**src/design/mrp_pkg.sv**
```systemverilog
// Shared constants, types and CRC function for the Modbus read-response parser.
package mrp_pkg;

  localparam int          MAX_REGS_DEFAULT  = 8;
  localparam logic [7:0]  SLAVE_ADDR_RESET  = 8'h0A;
  localparam logic [7:0]  FUNC_READ_HOLDING = 8'h03;
  localparam logic [15:0] CRC_POLY          = 16'hA001;
  localparam logic [15:0] CRC_INIT          = 16'hFFFF;
  // Register count field, wide enough for the largest register list (125)
  localparam int          CNT_W             = 7;

  // One accepted frame waiting to be emitted
  typedef struct packed {
    logic             bank;
    logic [CNT_W-1:0] count;
  } frame_desc_t;

  // Back side hands a store bank back to the parser
  typedef struct packed {
    logic valid;
    logic bank;
  } release_t;

  // Register store write strobe and word
  typedef struct packed {
    logic        en;
    logic [15:0] data;
  } store_wr_t;

  // Modbus CRC-16 update over one byte, reflected polynomial
  function automatic logic [15:0] crc_feed(input logic [15:0] crc, input logic [7:0] b);
    logic [15:0] c;
    c = crc ^ {8'h00, b};
    for (int k = 0; k < 8; k++) begin
      c = c[0] ? ((c >> 1) ^ CRC_POLY) : (c >> 1);
    end
    return c;
  endfunction

endpackage

```
**src/design/mrp_front.sv**
```systemverilog
// Byte parser: hunts the frame header, runs the CRC and fills the register store.
module mrp_front #(
  parameter int MAX_REGS = 8,
  parameter int IDX_W    = 3
) (
  input  logic                 clk,
  input  logic                 rst,
  input  logic [7:0]           slave_address,
  input  logic                 s_tvalid,
  output logic                 s_tready,
  input  logic [7:0]           s_tdata,     // rx_byte[7:0]
  output mrp_pkg::store_wr_t   wr,
  output logic [IDX_W:0]       wr_addr,
  output logic                 desc_valid,
  input  logic                 desc_ready,
  output mrp_pkg::frame_desc_t desc,
  input  mrp_pkg::release_t    rel
);
  import mrp_pkg::*;

  localparam int WI_W = $clog2(MAX_REGS + 1);
  localparam logic [8:0] MaxBytes = 9'(2 * MAX_REGS);

  typedef enum logic [2:0] {
    PH_HUNT, PH_FUNC, PH_COUNT, PH_HIGH, PH_LOW, PH_CRC_LO, PH_CRC_HI
  } phase_t;

  phase_t          phase;
  logic [7:0]      byte_count;
  logic [WI_W-1:0] word_index;
  logic [7:0]      high_byte_hold;
  logic [15:0]     running_crc;
  logic [7:0]      crc_low_hold;
  logic            wbank;
  logic [1:0]      busy;

  logic            acc;
  logic [15:0]     crc_upd;
  logic            count_bad;
  logic [WI_W-1:0] wi_inc;
  logic            low_done;
  logic            crc_match;

  always_comb begin
    // hold input while the target bank still feeds the output, or the queue is full
    s_tready  = !((phase == PH_LOW && busy[wbank]) || (phase == PH_CRC_HI && !desc_ready));
    acc       = s_tvalid && s_tready;
    crc_upd   = crc_feed((phase == PH_HUNT) ? CRC_INIT : running_crc, s_tdata);
    count_bad = s_tdata[0] || (s_tdata == 8'h00) || ({1'b0, s_tdata} > MaxBytes);
    wi_inc    = word_index + 1'b1;
    low_done  = 9'({wi_inc, 1'b0}) >= {1'b0, byte_count};
    crc_match = {s_tdata, crc_low_hold} == running_crc;

    wr.en      = acc && (phase == PH_LOW);
    wr.data    = {high_byte_hold, s_tdata};
    wr_addr    = {wbank, word_index[IDX_W-1:0]};
    desc_valid = acc && (phase == PH_CRC_HI) && crc_match;
    desc.bank  = wbank;
    desc.count = CNT_W'(word_index);
  end

  always_ff @(posedge clk) begin
    if (rst) begin
      phase          <= PH_HUNT;
      byte_count     <= '0;
      word_index     <= '0;
      high_byte_hold <= '0;
      running_crc    <= CRC_INIT;
      crc_low_hold   <= '0;
      wbank          <= 1'b0;
      busy           <= '0;
    end else begin
      if (rel.valid) begin
        busy[rel.bank] <= 1'b0;
      end
      if (desc_valid) begin
        busy[wbank] <= 1'b1;
        wbank       <= ~wbank;
      end
      if (acc) begin
        unique case (phase)
          PH_HUNT: begin
            if (s_tdata == slave_address) begin
              running_crc <= crc_upd;
              phase       <= PH_FUNC;
            end
          end
          PH_FUNC: begin
            if (s_tdata == FUNC_READ_HOLDING) begin
              running_crc <= crc_upd;
              phase       <= PH_COUNT;
            end else begin
              running_crc <= CRC_INIT;
              phase       <= PH_HUNT;
            end
          end
          PH_COUNT: begin
            if (count_bad) begin
              running_crc <= CRC_INIT;
              phase       <= PH_HUNT;
            end else begin
              running_crc <= crc_upd;
              byte_count  <= s_tdata;
              word_index  <= '0;
              phase       <= PH_HIGH;
            end
          end
          PH_HIGH: begin
            running_crc    <= crc_upd;
            high_byte_hold <= s_tdata;
            phase          <= PH_LOW;
          end
          PH_LOW: begin
            running_crc <= crc_upd;
            word_index  <= wi_inc;
            phase       <= low_done ? PH_CRC_LO : PH_HIGH;
          end
          PH_CRC_LO: begin
            crc_low_hold <= s_tdata;
            phase        <= PH_CRC_HI;
          end
          PH_CRC_HI: begin
            running_crc <= CRC_INIT;
            phase       <= PH_HUNT;
          end
          default: begin
            running_crc <= CRC_INIT;
            phase       <= PH_HUNT;
          end
        endcase
      end
    end
  end

endmodule

```
**src/design/mrp_queue.sv**
```systemverilog
// Two-entry queue of accepted-frame descriptors between parser and emitter.
module mrp_queue (
  input  logic                 clk,
  input  logic                 rst,
  input  logic                 in_valid,
  output logic                 in_ready,
  input  mrp_pkg::frame_desc_t in_data,
  output logic                 out_valid,
  input  logic                 out_ready,
  output mrp_pkg::frame_desc_t out_data
);
  import mrp_pkg::*;

  frame_desc_t entries [2];
  logic        wp;
  logic        rp;
  logic [1:0]  fill;
  logic        push;
  logic        pop;

  always_comb begin
    in_ready  = (fill != 2'd2);
    out_valid = (fill != 2'd0);
    out_data  = entries[rp];
    push      = in_valid && in_ready;
    pop       = out_valid && out_ready;
  end

  always_ff @(posedge clk) begin
    if (push) begin
      entries[wp] <= in_data;
    end
  end

  always_ff @(posedge clk) begin
    if (rst) begin
      wp   <= 1'b0;
      rp   <= 1'b0;
      fill <= '0;
    end else begin
      if (push) begin
        wp <= ~wp;
      end
      if (pop) begin
        rp <= ~rp;
      end
      if (push && !pop) begin
        fill <= fill + 2'd1;
      end else if (pop && !push) begin
        fill <= fill - 2'd1;
      end
    end
  end

endmodule

```
**src/design/mrp_back.sv**
```systemverilog
// Register store and emitter: streams the words of each accepted frame.
module mrp_back #(
  parameter int MAX_REGS = 8,
  parameter int IDX_W    = 3
) (
  input  logic                 clk,
  input  logic                 rst,
  input  mrp_pkg::store_wr_t   wr,
  input  logic [IDX_W:0]       wr_addr,
  input  logic                 hd_valid,
  output logic                 hd_ready,
  input  mrp_pkg::frame_desc_t hd,
  output mrp_pkg::release_t    rel,
  output logic                 m_tvalid,
  input  logic                 m_tready,
  output logic [23:0]          m_tdata,   // reg_index[2:0], reg_value[18:3], zero pad
  output logic                 m_tlast
);
  import mrp_pkg::*;

  localparam int DEPTH = 2 ** (IDX_W + 1);

  typedef enum logic [1:0] {S_IDLE, S_READ, S_SHOW} state_t;

  logic [15:0]      store [DEPTH];
  logic [15:0]      rd_data;
  logic [IDX_W-1:0] cursor;
  state_t           state;
  logic             last;

  always_ff @(posedge clk) begin
    if (wr.en) begin
      store[wr_addr] <= wr.data;
    end
    rd_data <= store[{hd.bank, cursor}];
  end

  always_comb begin
    last      = (CNT_W'(cursor) + 1'b1) == hd.count;
    m_tvalid  = (state == S_SHOW);
    m_tdata   = {5'b00000, rd_data, 3'(cursor)};
    m_tlast   = last;
    hd_ready  = m_tvalid && m_tready && last;
    rel.valid = hd_ready;
    rel.bank  = hd.bank;
  end

  always_ff @(posedge clk) begin
    if (rst) begin
      state  <= S_IDLE;
      cursor <= '0;
    end else begin
      unique case (state)
        S_IDLE: begin
          if (hd_valid) begin
            cursor <= '0;
            state  <= S_READ;
          end
        end
        S_READ: begin
          state <= S_SHOW;
        end
        S_SHOW: begin
          if (m_tready) begin
            if (last) begin
              state <= S_IDLE;
            end else begin
              cursor <= cursor + 1'b1;
              state  <= S_READ;
            end
          end
        end
        default: begin
          state <= S_IDLE;
        end
      endcase
    end
  end

  a_show_has_frame: assert property (@(posedge clk) disable iff (rst)
    m_tvalid |-> hd_valid)
    else $error("result shown with no frame queued");

  a_no_write_to_live_bank: assert property (@(posedge clk) disable iff (rst)
    (wr.en && state != S_IDLE) |-> (wr_addr[IDX_W] != hd.bank))
    else $error("store write into the bank being emitted");

  a_frame_count_range: assert property (@(posedge clk) disable iff (rst)
    hd_valid |-> ((hd.count != '0) && (hd.count <= CNT_W'(MAX_REGS))))
    else $error("queued frame with a register count out of range");

endmodule

```
**src/design/modbus_read_response_parser.sv**
```systemverilog
// With the output side idle, a good frame's first register is offered once its descriptor
// has passed the frame queue and the emitter's store read and show states.
// Throughput: one byte per cycle in when not stalled; each register out is read, then shown.
// Input stalls while a frame's words target a bank still being emitted, or the queue is full.
// Two store banks and a two-deep frame queue let parsing and emission overlap.
// Reset (rst, synchronous): parser hunts for the address, CRC 0xFFFF, queue empty,
// slave address 0x0A; the register store is not cleared.
module modbus_read_response_parser #(
  parameter int MAX_REGS = mrp_pkg::MAX_REGS_DEFAULT
) (
  input  logic        clk,
  input  logic        rst,
  input  logic        cfg_wr_en,
  input  logic [7:0]  cfg_wr_data,   // slave_address[7:0]
  input  logic        s_tvalid,
  output logic        s_tready,
  input  logic [7:0]  s_tdata,       // rx_byte[7:0]
  output logic        m_tvalid,
  input  logic        m_tready,
  output logic [23:0] m_tdata,       // reg_index[2:0], reg_value[18:3], zero pad
  output logic        m_tlast
);
  import mrp_pkg::*;

  localparam int IDX_W = (MAX_REGS > 1) ? $clog2(MAX_REGS) : 1;

  logic [7:0]      slave_address;
  store_wr_t       wr;
  logic [IDX_W:0]  wr_addr;
  logic            desc_valid;
  logic            desc_ready;
  frame_desc_t     desc;
  logic            hd_valid;
  logic            hd_ready;
  frame_desc_t     hd;
  release_t        rel;

  always_ff @(posedge clk) begin
    if (rst) begin
      slave_address <= SLAVE_ADDR_RESET;
    end else if (cfg_wr_en) begin
      slave_address <= cfg_wr_data;
    end
  end

  mrp_front #(
    .MAX_REGS (MAX_REGS),
    .IDX_W    (IDX_W)
  ) u_front (
    .clk           (clk),
    .rst           (rst),
    .slave_address (slave_address),
    .s_tvalid      (s_tvalid),
    .s_tready      (s_tready),
    .s_tdata       (s_tdata),
    .wr            (wr),
    .wr_addr       (wr_addr),
    .desc_valid    (desc_valid),
    .desc_ready    (desc_ready),
    .desc          (desc),
    .rel           (rel)
  );

  mrp_queue u_queue (
    .clk       (clk),
    .rst       (rst),
    .in_valid  (desc_valid),
    .in_ready  (desc_ready),
    .in_data   (desc),
    .out_valid (hd_valid),
    .out_ready (hd_ready),
    .out_data  (hd)
  );

  mrp_back #(
    .MAX_REGS (MAX_REGS),
    .IDX_W    (IDX_W)
  ) u_back (
    .clk      (clk),
    .rst      (rst),
    .wr       (wr),
    .wr_addr  (wr_addr),
    .hd_valid (hd_valid),
    .hd_ready (hd_ready),
    .hd       (hd),
    .rel      (rel),
    .m_tvalid (m_tvalid),
    .m_tready (m_tready),
    .m_tdata  (m_tdata),
    .m_tlast  (m_tlast)
  );

endmodule

```
**config.mk**
```make
export PLATFORM = sky130hd
export DESIGN_NAME = modbus_read_response_parser
export DESIGN_NICKNAME = d
export VERILOG_FILES = /design/src/design/mrp_pkg.sv /design/src/design/mrp_front.sv /design/src/design/mrp_queue.sv /design/src/design/mrp_back.sv /design/src/design/modbus_read_response_parser.sv
export SDC_FILE = /design/constraint.sdc
export NUM_CORES = 1
export LEC_CHECK = 0
export BUFFER_PORTS_ARGS = -buffer_cell sky130_fd_sc_hd__buf_2
export CORE_MARGIN = 4
export CORE_UTILIZATION = 45
export DETAILED_ROUTE_END_ITERATION = 16
export PLACE_DENSITY = 0.65
export SYNTH_ARGS = -nofsm -noshare
export SYNTH_HDL_FRONTEND = slang
export SYNTH_HIERARCHICAL = 1
export SYNTH_SLANG_ARGS = --single-unit
```
**constraint.sdc**
```tcl
create_clock -name clk -period 8.6 [get_ports clk]
set_input_delay 1.72 -clock clk [delete_from_list [all_inputs] [get_ports clk]]
set_output_delay 1.72 -clock clk [all_outputs]
set_load 0.02 [all_outputs]
```
==> metrics.md, run 1 <==
| Metric | Value |
|---|---|
| Outcome | `finished clean` |
| Vias | `8,058` |
| Fin. max-slew vios | `0` |
| Layout cell share with drive strength beyond 1 | `19.9%` |
| Number of synthesized flops with an enable pin | `272` |
| Tot GR Track Use | `16.8%` |
| Slew margin rel. | `24.5%` |
| Post-synth top area share | `55.3%` |
| Placed Cells | `1,412` |
| Main area contributors after synthesis | `edfxtp_1 (55%), dfxtp_1 (11%), mux4_2 (4.9%)` |
| Avg Inst Size Synth | `15.0 sq um` |
| CTS Buf Count | `37` |
| Setup tns final | `0 ps` |
| Post-route antenna net violation count | `0` |
| Clock skew | `10.7 ps` |
| WS Path Type | `flop to output port` |
| Crit path required time | `6880 ps` |
| Ant. Diodes | `0` |
| Post-CTS Setup Inserts | `0` |
| Slew @ Worst Pin | `1130 ps` |
| DP Worst Slack | `4140 ps` |
| Cells along the critical path | `ha_1, xor2_1, or3_1, a21oi_2, buf_2` |
| Maximum vdd ir drop | `0.182 mV` |
| Mapped Area | `14,800 sq um` |
| Post-route minimum period | `4530 ps` |
| Endpoint class of the critical path | `output port` |
| Critical Path AT | `2810 ps` |
| Die Wd | `189 um` |
| DR WL/cell | `20.2 um` |
| Yosys synthesis warning count | `6` |
| CTS Buffer Depth | `3` |
| Biggest area consumer among synthesized cells | `edfxtp_1` |
| Hold depth | `1` |
| GRT Residual Overflow | `0` |
| DRC | `0` |
| Largest net degree at the start of global routing | `71` |
| Post-synthesis mux area share | `11.0%` |
| Post-Synth XOR/XNOR Area | `4.34%` |
| Die area | `35,800 sq um` |
| Final WS setup | `4070 ps` |
| Peak Freq | `221 MHz` |
| DRT Wirelength | `29,800 um` |
| Row count | `66` |
| IO Count | `48` |
| Area grow syn2layout | `10.8%` |
| Clock sinks | `356` |
| Synth cell count leaders | `edfxtp_1 (272), dfxtp_1 (84), mux2i_1 (62), nand2_1 (60), nor2_1 (54)` |
| Post-synthesis compound-gate area fraction | `6.71%` |
| Vias in the first global route | `8,061` |
| Final Wtd Congestion | `0.760` |
| Buffers added on ports | `42` |
| Max-cap violations | `0` |
| Initial antenna violation count | `0` |
| Resized Gates After CTS | `0` |
| Post-DR vias/cell | `5.45` |
| Top_reg_cell synth | `edfxtp_1` |
| CP peak stage delay | `1030 ps` |
| Top-count cell post-synth | `edfxtp_1` |
| Crit start category | `flop` |
| Adder-cell area share of the yosys netlist | `0.593%` |
| Worst min path class | `flop to flop` |
| Tcrit/Tclk final | `52.7%` |
| Starting Density | `45.5%` |
| R2R depth | `7` |
| Die H | `189 um` |
| Pre-Repair DR Iteration Count | `5` |
| Non-filler cells, final | `1,479` |
| Distinct cells, synth | `61` |
| Iteration-0 DRC count of the detailed router | `596` |
| RSZ-0062 raised after global routing | `no` |
| Main combinational cell family by area after synthesis | `multiplexers` |
| Layout net count | `1,037` |
| Clock root buffer | `clkbuf_16` |
| Sequential area share after synthesis | `66.7%` |
| Syn Inst Count | `988` |
| Final hold violations | `0` |
| Clk_lat worst skew | `530 ps` |
| DP Wirelength | `17,600 um` |
| Async set or reset register ratio after synthesis | `0%` |
| Post-synthesis simple-gate area fraction | `7.04%` |
| Flops & latches, synth | `356` |
| Leak | `5.13 nW` |
| Worst-path clk slew | `60 ps` |
| # fillers | `2,675` |
| Power per cell area | `213 nW/um^2` |
| Core Region | `32,500 sq um` |
| # setup viols final | `0` |
| CTS tree | `built` |
| Critical path fanouts, max | `40` |
| Hold buffer count at CTS | `0` |
| H-tree depth | `2` |
| First-pass GRT wire length | `46,700 um` |
| Slowest-stage cell, CP | `dfxtp_2` |
[critical path, delay by kind of cell, from the launching register on]
kind                     cells  cell delay (ps)
flip-flops                   1             1030
AO/OA/AOI/OAI                1              230
AND/OR/NAND/NOR              1              330
buffers and inverters        1              210
XOR/XNOR                     1              100
adder cells (fa/ha/maj)      1              390
[worst paths after layout]
check,start,endpoint,slack [ps]
worst max-delay path,u_back/cursor[1],m_tlast,4070
worst min-delay path,u_front/byte_count[6],u_front/byte_count[6],460
worst max register to register,u_front/wbank,u_back/store[3][15],4890
worst min register to register,u_front/byte_count[6],u_front/byte_count[6],460
[metal layers]
metal  share of wire (%)  GRT usage [%]  routed length [um]  vias to the layer above
met3                 5.3           2.49                1580                       49
li1                    -              -                   -                     3734
met1                  46           23.9               13600                     4056
met2                  47           27.5               14100                      219
met4                 1.9           4.17                 554                        0
met5                   0              0                   0                        -
[flip-flops by register name, indices dropped and copies added, names as in the netlist, named ones only]
| register | flops |
|---|---|
| u_queue/fill | 2 |
| u_queue/entries | 16 |
| u_front/busy | 2 |
| u_front/phase | 3 |
| u_front/wbank | 1 |
| u_back/store | 256 |
| u_queue/wp | 1 |
| u_queue/rp | 1 |
| u_back/cursor | 3 |
| slave_address | 8 |
| u_front/crc_low_hold | 8 |
| u_front/high_byte_hold | 8 |
| u_back/state | 2 |
| u_front/word_index | 4 |
| u_back/rd_data | 16 |
| u_front/byte_count | 8 |
| u_front/running_crc | 16 |
[final cells by class]
| cell class | instances | area (sq um) | area share (%) |
|---|---|---|---|
| Inverter | 7 | 26.3 | 0.160 |
| Sequential cell | 356 | 9850 | 60.2 |
| Multi-Input combinational cell | 556 | 4460 | 27.3 |
| Timing Repair Buffer | 51 | 278 | 1.70 |
| Clock buffer | 45 | 997 | 6.09 |
| Clock inverter | 22 | 203 | 1.24 |
| Tap cell | 442 | 553 | 3.38 |
[stage by stage]
| stage | instance area, sq um | power [W] | util, % | hold WS, ps |
|---|---|---|---|---|
| 2_1_floorplan | 14800 | 0.00196 | - | 430 |
| 3_3_place_gp | 15200 | 0.00197 | 46.7 | 443 |
| 3_5_place_dp | 15200 | 0.00197 | 46.7 | 449 |
| 4_1_cts | 16400 | 0.00353 | 50.4 | 463 |
| 5_1_grt | 16400 | 0.00361 | 50.5 | 490 |
| 6_report | 16400 | 0.00349 | 50.5 | 459 |
[cells by family after synthesis]
kind of cell | count (synthesis)
AOI/OAI and AO/OA | 152
and+or+nand+nor | 204
other | 2
DFF | 356
buffers and inverters | 82
xor gates and xnor gates | 66
adders and majority gates | 7
muxes | 119
[power breakdown]
group          internal [W]  leakage (nW)  switching (W)
combinational     0.0000333          1.49      0.0000529
sequential          0.00184          3.06     0.00000740
clock              0.000920         0.585       0.000638
total               0.00280          5.13       0.000698
[layout by cell type, fill, tap and decap left out, types with 9 or more instances in the layout]
cell	instances
edfxtp_1	272
clkinv_1	9
nor2_1	44
nor2_2	12
xor2_1	27
xnor2_1	32
buf_4	9
nand2_1	60
mux2i_1	62
nand2b_1	26
o22ai_1	15
buf_2	42
mux2_2	24
a221oi_1	12
a21oi_1	40
o21ai_0	37
dfxtp_1	82
a22oi_1	20
mux4_2	32
clkbuf_16	38
No activity file was read; power rests on OpenSTA's default activity.
==> run 2, diff against run 1 <==
Settings changed: PLACE_DENSITY 0.65 to 0.67.
Clock period 8.6 ns to 4.1 ns, I/O delays scaled along.
==> run 2 against run 1 <==
Setup slack worse by 3300 ps. First-iteration DRC count up 36%. Clock skew up 11 ps. Power up 110%. Routed wire length up 1.5%. Global-route usage about the same. Critical path type is now flop to flop. Highest routed layer is now met5.
==> metrics.md, run 2 (same netlist as run 1, synthesis figures left out) <==
| Metric | Value |
|---|---|
| Outcome | `finished clean (unchanged)` |
| Largest net degree at the start of global routing | `57 (was 71)` |
| Area grow syn2layout | `11.0% (was 10.8%)` |
| Slew margin rel. | `29.9% (was 24.5%)` |
| Initial antenna violation count | `1 (was 0)` |
| # setup viols final | `0 (unchanged)` |
| WS Path Type | `flop to flop (was flop to output port)` |
| Layout net count | `1,049 (was 1,037)` |
| Row count | `66 (unchanged)` |
| Hold buffer count at CTS | `0 (unchanged)` |
| Buffers added on ports | `42 (unchanged)` |
| CTS Buffer Depth | `3 (unchanged)` |
| Layout cell share with drive strength beyond 1 | `20.7% (was 19.9%)` |
| Leak | `5.09 nW (was 5.13 nW)` |
| Worst-path clk slew | `60 ps (about the same)` |
| Most common cell after layout, fill and taps aside | `edfxtp_1 (unchanged)` |
| # fillers | `2,679 (was 2,675)` |
| Ant. Diodes | `0 (unchanged)` |
| H-tree depth | `2 (unchanged)` |
| Tcrit/Tclk final | `81.9%` |
| Crit start category | `flop (unchanged)` |
| First-pass GRT wire length | `46,800 um (was 46,700 um)` |
| GRT Residual Overflow | `0 (unchanged)` |
| DP Worst Slack | `755 ps (was 4140 ps)` |
| Starting Density | `45.5% (unchanged)` |
| Hold path start | `u_front/byte_count[7] (was u_front/byte_count[6])` |
| Worst r2r src | `u_front/wbank (unchanged)` |
| Final hold violations | `0 (unchanged)` |
| Die area | `35,800 sq um (unchanged)` |
| R2R depth | `7 (unchanged)` |
| Post-DR vias/cell | `5.43 (was 5.45)` |
| Vias | `8,108 (was 8,058)` |
| DRT Wirelength | `30,300 um (was 29,800 um)` |
| Die H | `189 um (unchanged)` |
| Iteration-0 DRC count of the detailed router | `809 (was 596)` |
| Final Wtd Congestion | `0.777 (was 0.760)` |
| CTS Buf Count | `37 (unchanged)` |
| Pre-Repair DR Iteration Count | `5 (unchanged)` |
| Post-route minimum period | `3360 ps` |
| Post-CTS Setup Inserts | `0 (unchanged)` |
| R2r setup slk | `740 ps (was 4890 ps)` |
| Die Wd | `189 um (unchanged)` |
| Power per cell area | `437 nW/um^2 (was 213 nW/um^2)` |
| CTS tree | `built (unchanged)` |
| IO Count | `48 (unchanged)` |
| Critical Path AT | `3510 ps (was 2810 ps)` |
| Vias in the first global route | `7,931 (was 8,061)` |
| Endpoint class of the critical path | `flop (was output port)` |
| Worst min path class | `flop to flop (unchanged)` |
| Clock skew | `21.4 ps (was 10.7 ps)` |
| RSZ-0062 raised after global routing | `no (unchanged)` |
| Setup tns final | `0 ps (unchanged)` |
| Worst reg2reg endpoint | `u_back/store[11][10] (was u_back/store[3][15])` |
| Biggest register | `u_back/store (unchanged)` |
| Clk_lat worst skew | `530 ps (about the same)` |
| Clock root buffer | `clkbuf_16 (unchanged)` |
| Max-cap violations | `0 (unchanged)` |
| Maximum vdd ir drop | `0.276 mV (was 0.182 mV)` |
| Peak Freq | `298 MHz` |
| Fin. max-slew vios | `0 (unchanged)` |
| Clock sinks | `356 (unchanged)` |
| DR WL/cell | `20.3 um (was 20.2 um)` |
| Critical path fanouts, max | `16 (was 40)` |
| DP Wirelength | `18,300 um (was 17,600 um)` |
| Tot GR Track Use | `16.8% (about the same)` |
| Post-route antenna net violation count | `0 (unchanged)` |
| Most used cells in the layout excluding fill and tap cells | `edfxtp_1 (272), dfxtp_1 (82), mux2i_1 (62) (unchanged)` |
| DRC | `0 (unchanged)` |
| End of the critical path | `u_back/store[11][10] (was m_tlast)` |
| Final WS setup | `741 ps (was 4070 ps)` |
| Crit path required time | `4250 ps (was 6880 ps)` |
| Slew @ Worst Pin | `1050 ps (was 1130 ps)` |
| Max reg flops | `256 (unchanged)` |
| Resized Gates After CTS | `0 (unchanged)` |
| WHS | `466 ps (was 459 ps)` |
| Setup crit start | `u_front/wbank (was u_back/cursor[1])` |
| Core Region | `32,500 sq um (unchanged)` |
## run 2: cell types whose count changed in the layout (fill, tap and decap cells not counted), sizes merged
| cell | before | now |
|---|---|---|
| clkinvlp | 2 | 6 |
| bufinv | 3 | 0 |
| buf | 51 | 63 |
| clkinv | 16 | 7 |
| clkbuf | 45 | 54 |
## run 2: critical path, cell delays in order (launching register included)
cell	delay, ps
dfxtp_1	500
mux2_1	370
o21ai_1	150
nand2b_1	160
nand2_1	180
nor3_2	480
nand3b_1	280
nor2_2	850
## run 2: stage by stage
stage | std cells | util, % | power (W) | cell area, sq um
floorplan | 994 | - | 0.00410 | 14800
global placement | 1424 | 47.0 | 0.00413 | 15300
detailed placement | 1424 | 47.0 | 0.00414 | 15300
CTS | 1492 | 50.5 | 0.00723 | 16400
global route | 1492 | 50.5 | 0.00742 | 16400
finish | 1492 | 50.5 | 0.00716 | 16400
## run 2: worst min path at each step
stage | slack (ps) | to | cells after the start
2_1_floorplan | 430 | u_front/byte_count[0] | 1
3_3_place_gp | 440 | u_front/byte_count[7] | 1
3_5_place_dp | 450 | u_front/byte_count[7] | 1
4_1_cts | 470 | u_front/byte_count[7] | 1
5_1_grt | 490 | u_front/crc_low_hold[5] | 2
6_report | 470 | u_front/byte_count[7] | 1
## run 2: final cells by class
cell class / count / area, sq um / share of cell area [%]
clock buffer: 54 / 1030 / 6.29
clock inverter: 14 / 101 / 0.618
inverter: 7 / 26.3 / 0.160
multi-input combinational: 556 / 4460 / 27.2
sequential: 356 / 9850 / 60.1
tap: 442 / 553 / 3.37
timing repair buffer: 63 / 368 / 2.24
## run 2: report_power, final
part / leakage [nW] / internal, W / switching [W]
Sequential: 3.06 / 0.00386 / 0.0000138
Combinational: 1.50 / 0.0000712 / 0.000112
Clock: 0.531 / 0.00177 / 0.00134
Total: 5.09 / 0.00570 / 0.00146
## run 2: layer usage
layer | GRT usage [%] | vias up | wire (um)
met5 | 0 | - | 10
met4 | 4.23 | 2 | 539
met3 | 3.21 | 42 | 1970
met2 | 27.4 | 266 | 14600
met1 | 23.5 | 4047 | 13100
li1 | - | 3751 | -
==> run 3, diff against run 2 <==
Clock period 4.1 ns to 2.7 ns, I/O delays scaled along.
==> run 3 against run 2 <==
Worst hold slack lost 230 ps. Non-clock buffer count up 34. Clock power up 71%. Via count is 2.2% higher. Global-route usage is 0.42 points higher. Register-to-register slack got worse by 590 ps. Sequential power is 52% higher. First-iteration DRC count fell by 11%.
==> metrics.md, run 3 (same netlist as run 1, synthesis figures left out) <==
| Metric | Value |
|---|---|
| Iteration-0 DRC count of the detailed router | `718 (was 809)` |
| Largest net degree at the start of global routing | `100 (was 57)` |
| WL met1 | `13,300 um (was 13,100 um)` |
| CTS tree | `built (unchanged)` |
| Maximum vdd ir drop | `0.497 mV (was 0.276 mV)` |
| Post-route antenna net violation count | `0 (unchanged)` |
| DRT Wirelength | `31,000 um (was 30,300 um)` |
| Tcrit/Tclk final | `98.0%` |
| Power, Total | `0.0115 W (was 0.00716 W)` |
| Layout net count | `1,084 (was 1,049)` |
| Slew margin rel. | `43.7% (was 29.9%)` |
| Non-filler cells, final | `1,529 (was 1,492)` |
| Most used cells in the layout excluding fill and tap cells | `edfxtp_1 (272), dfxtp_1 (80), mux2i_1 (62) (was edfxtp_1 (272), dfxtp_1 (82), mux2i_1 (62))` |
| Cells along the critical path | `mux2_2, xor2_1, or3_4, a21oi_4, buf_6, buf_4 (was mux2_1, o21ai_1, nand2b_1, nand2_1, nor3_2, nand3b_1, nor2_2)` |
| Critical path buffers and inverters | `2 (was 0)` |
| Clock Power Share | `46.1% (was 43.3%)` |
| Biggest register | `u_back/store (unchanged)` |
| Clock skew | `20.2 ps (was 21.4 ps)` |
| Final WS setup | `53.8 ps (was 741 ps)` |
| RSZ-0062 raised after global routing | `yes (was no)` |
| Hold Path Sink | `slave_address[1] (was u_front/byte_count[7])` |
| Critical Path AT | `2110 ps (was 3510 ps)` |
| Hold depth | `2 (was 1)` |
| Initial antenna violation count | `2 (was 1)` |
| Row count | `66 (unchanged)` |
| # setup viols final | `0 (unchanged)` |
| Final Wtd Congestion | `0.811 (was 0.777)` |
| Vias | `8,285 (was 8,108)` |
| R2r setup slk | `150 ps (was 740 ps)` |
| DR WL/cell | `20.2 um (was 20.3 um)` |
| Placed Cells | `1,458 (was 1,424)` |
| Clock root buffer | `clkbuf_16 (unchanged)` |
| Worst min path class | `primary input to flop (was flop to flop)` |
| Tot GR Track Use | `17.2% (was 16.8%)` |
| Peak Freq | `378 MHz` |
| Setup tns final | `0 ps (unchanged)` |
| Max-cap violations | `0 (unchanged)` |
| Worst reg2reg endpoint | `u_queue/fill[1] (was u_back/store[11][10])` |
| Metal2 WL | `15,300 um (was 14,600 um)` |
| Crit-path leading delay family | `flip-flops (was simple AND/OR/NAND/NOR gates)` |
| DRC | `0 (unchanged)` |
| Crit start category | `flop (unchanged)` |
| Area grow syn2layout | `15.4% (was 11.0%)` |
| CTS Buf Count | `38 (was 37)` |
| Final hold violations | `0 (unchanged)` |
| Clock sinks | `356 (unchanged)` |
| Post-CTS Setup Inserts | `0 (unchanged)` |
| Hold buffer count at CTS | `0 (unchanged)` |
| WHS | `237 ps (was 466 ps)` |
| IO Count | `48 (unchanged)` |
| CTS Buffer Depth | `3 (unchanged)` |
| Sw frac | `19.5% (was 20.4%)` |
| Buffers added on ports | `42 (unchanged)` |
| Power per cell area | `674 nW/um^2 (was 437 nW/um^2)` |
| Slowest-stage cell, CP | `dfxtp_2 (was nor2_2)` |
| Sequential share of power | `51.2% (was 54.1%)` |
| Fin. max-slew vios | `0 (unchanged)` |
| WS Path Type | `flop to output port (was flop to flop)` |
| Max reg flops | `256 (unchanged)` |
| Vias in the first global route | `8,381 (was 7,931)` |
| Die H | `189 um (unchanged)` |
| Internal Power | `0.00925 W (was 0.00570 W)` |
| Top layer in use | `met5 (unchanged)` |
| Die Wd | `189 um (unchanged)` |
| DP Wirelength | `18,800 um (was 18,300 um)` |
| Slew @ Worst Pin | `845 ps (was 1050 ps)` |
| R2R depth | `9 (was 7)` |
| Leak | `5.45 nW (was 5.09 nW)` |
| Die area | `35,800 sq um (unchanged)` |
| Critical path fanouts, max | `4 (was 16)` |
| Routed wl met3 | `1560 um (was 1970 um)` |
| H-tree depth | `2 (unchanged)` |
| Most common cell after layout, fill and taps aside | `edfxtp_1 (unchanged)` |
| DP Worst Slack | `84.6 ps (was 755 ps)` |
| Starting Density | `45.5% (unchanged)` |
| Clk_lat worst skew | `520 ps (was 530 ps)` |
| Pre-Repair DR Iteration Count | `5 (unchanged)` |
| Worst-path clk slew | `60 ps (about the same)` |
| Hold path start | `cfg_wr_data[1] (was u_front/byte_count[7])` |
| Crit path required time | `2160 ps (was 4250 ps)` |
| Endpoint class of the critical path | `output port (was flop)` |
| First-pass GRT wire length | `48,200 um (was 46,800 um)` |
| Post-route minimum period | `2650 ps` |
| CP peak stage delay | `360 ps (was 850 ps)` |
| NetSw | `0.00224 W (was 0.00146 W)` |
| Combinational group share of total power | `2.7% (was 2.6%)` |
| Outcome | `finished clean (unchanged)` |
| Layout cell share with drive strength beyond 1 | `23.6% (was 20.7%)` |
| # fillers | `2,626 (was 2,679)` |
| Post-DR vias/cell | `5.42 (was 5.43)` |
| Core Region | `32,500 sq um (unchanged)` |
| GRT Residual Overflow | `0 (unchanged)` |
-- run 3: how the worst max path moves through the flow --
stage | startpoint | end | slack, ps | cells after the start
after floorplan | u_front/wbank | u_back/store[0][0] | 10 | 7
after global placement | s_tdata[7] | u_queue/fill[1] | 70 | 9
after detailed placement | flop | u_queue/fill[1] | 80 | 9
after CTS | flop | m_tlast | 20 | 6
after global routing | flop | m_tlast | -30 | 6
final | flop | m_tlast | 50 | 6
-- run 3: stage by stage --
step | utilization [%] | cell area, sq um
floorplan | - | 14900
global placement | 48.5 | 15800
detailed placement | 48.5 | 15800
CTS | 52.5 | 17000
global route | 52.5 | 17000
finish | 52.5 | 17000
-- run 3: layer usage --
metal	vias up	track usage [%]
met2	245	29.4
met3	61	2.88
met5	-	0
met1	4148	22.8
met4	2	5.12
li1	3829	-
-- run 3: final cells by class --
| cell class | instances | area (sq um) | share of cell area (%) |
|---|---|---|---|
| Sequential cell | 356 | 9860 | 57.8 |
| Tap cell | 442 | 553 | 3.24 |
| Inverter | 7 | 26.3 | 0.154 |
| Clock buffer | 56 | 1040 | 6.09 |
| Timing Repair Buffer | 97 | 805 | 4.72 |
| Antenna cell | 1 | 2.50 | 0.0147 |
| Clock inverter | 14 | 239 | 1.40 |
| Multi-Input combinational cell | 556 | 4530 | 26.6 |
-- run 3: timing repair --
item,CTS,global route
endpoints found under the hold margin,0,0
setup endpoints to repair,1,2
gates resized for setup,3,3
-- run 3: power groups by stage --
| stage | Clock, W | Sequential [W] | Combinational, W |
|---|---|---|---|
| after CTS | 0.00540 | 0.00588 | 0.000307 |
| after global routing | 0.00565 | 0.00588 | 0.000332 |
| after global placement | 0 | 0.00600 | 0.000300 |
| after detailed placement | 0 | 0.00600 | 0.000306 |
| after floorplan | 0 | 0.00600 | 0.000237 |
| final | 0.00529 | 0.00588 | 0.000307 |
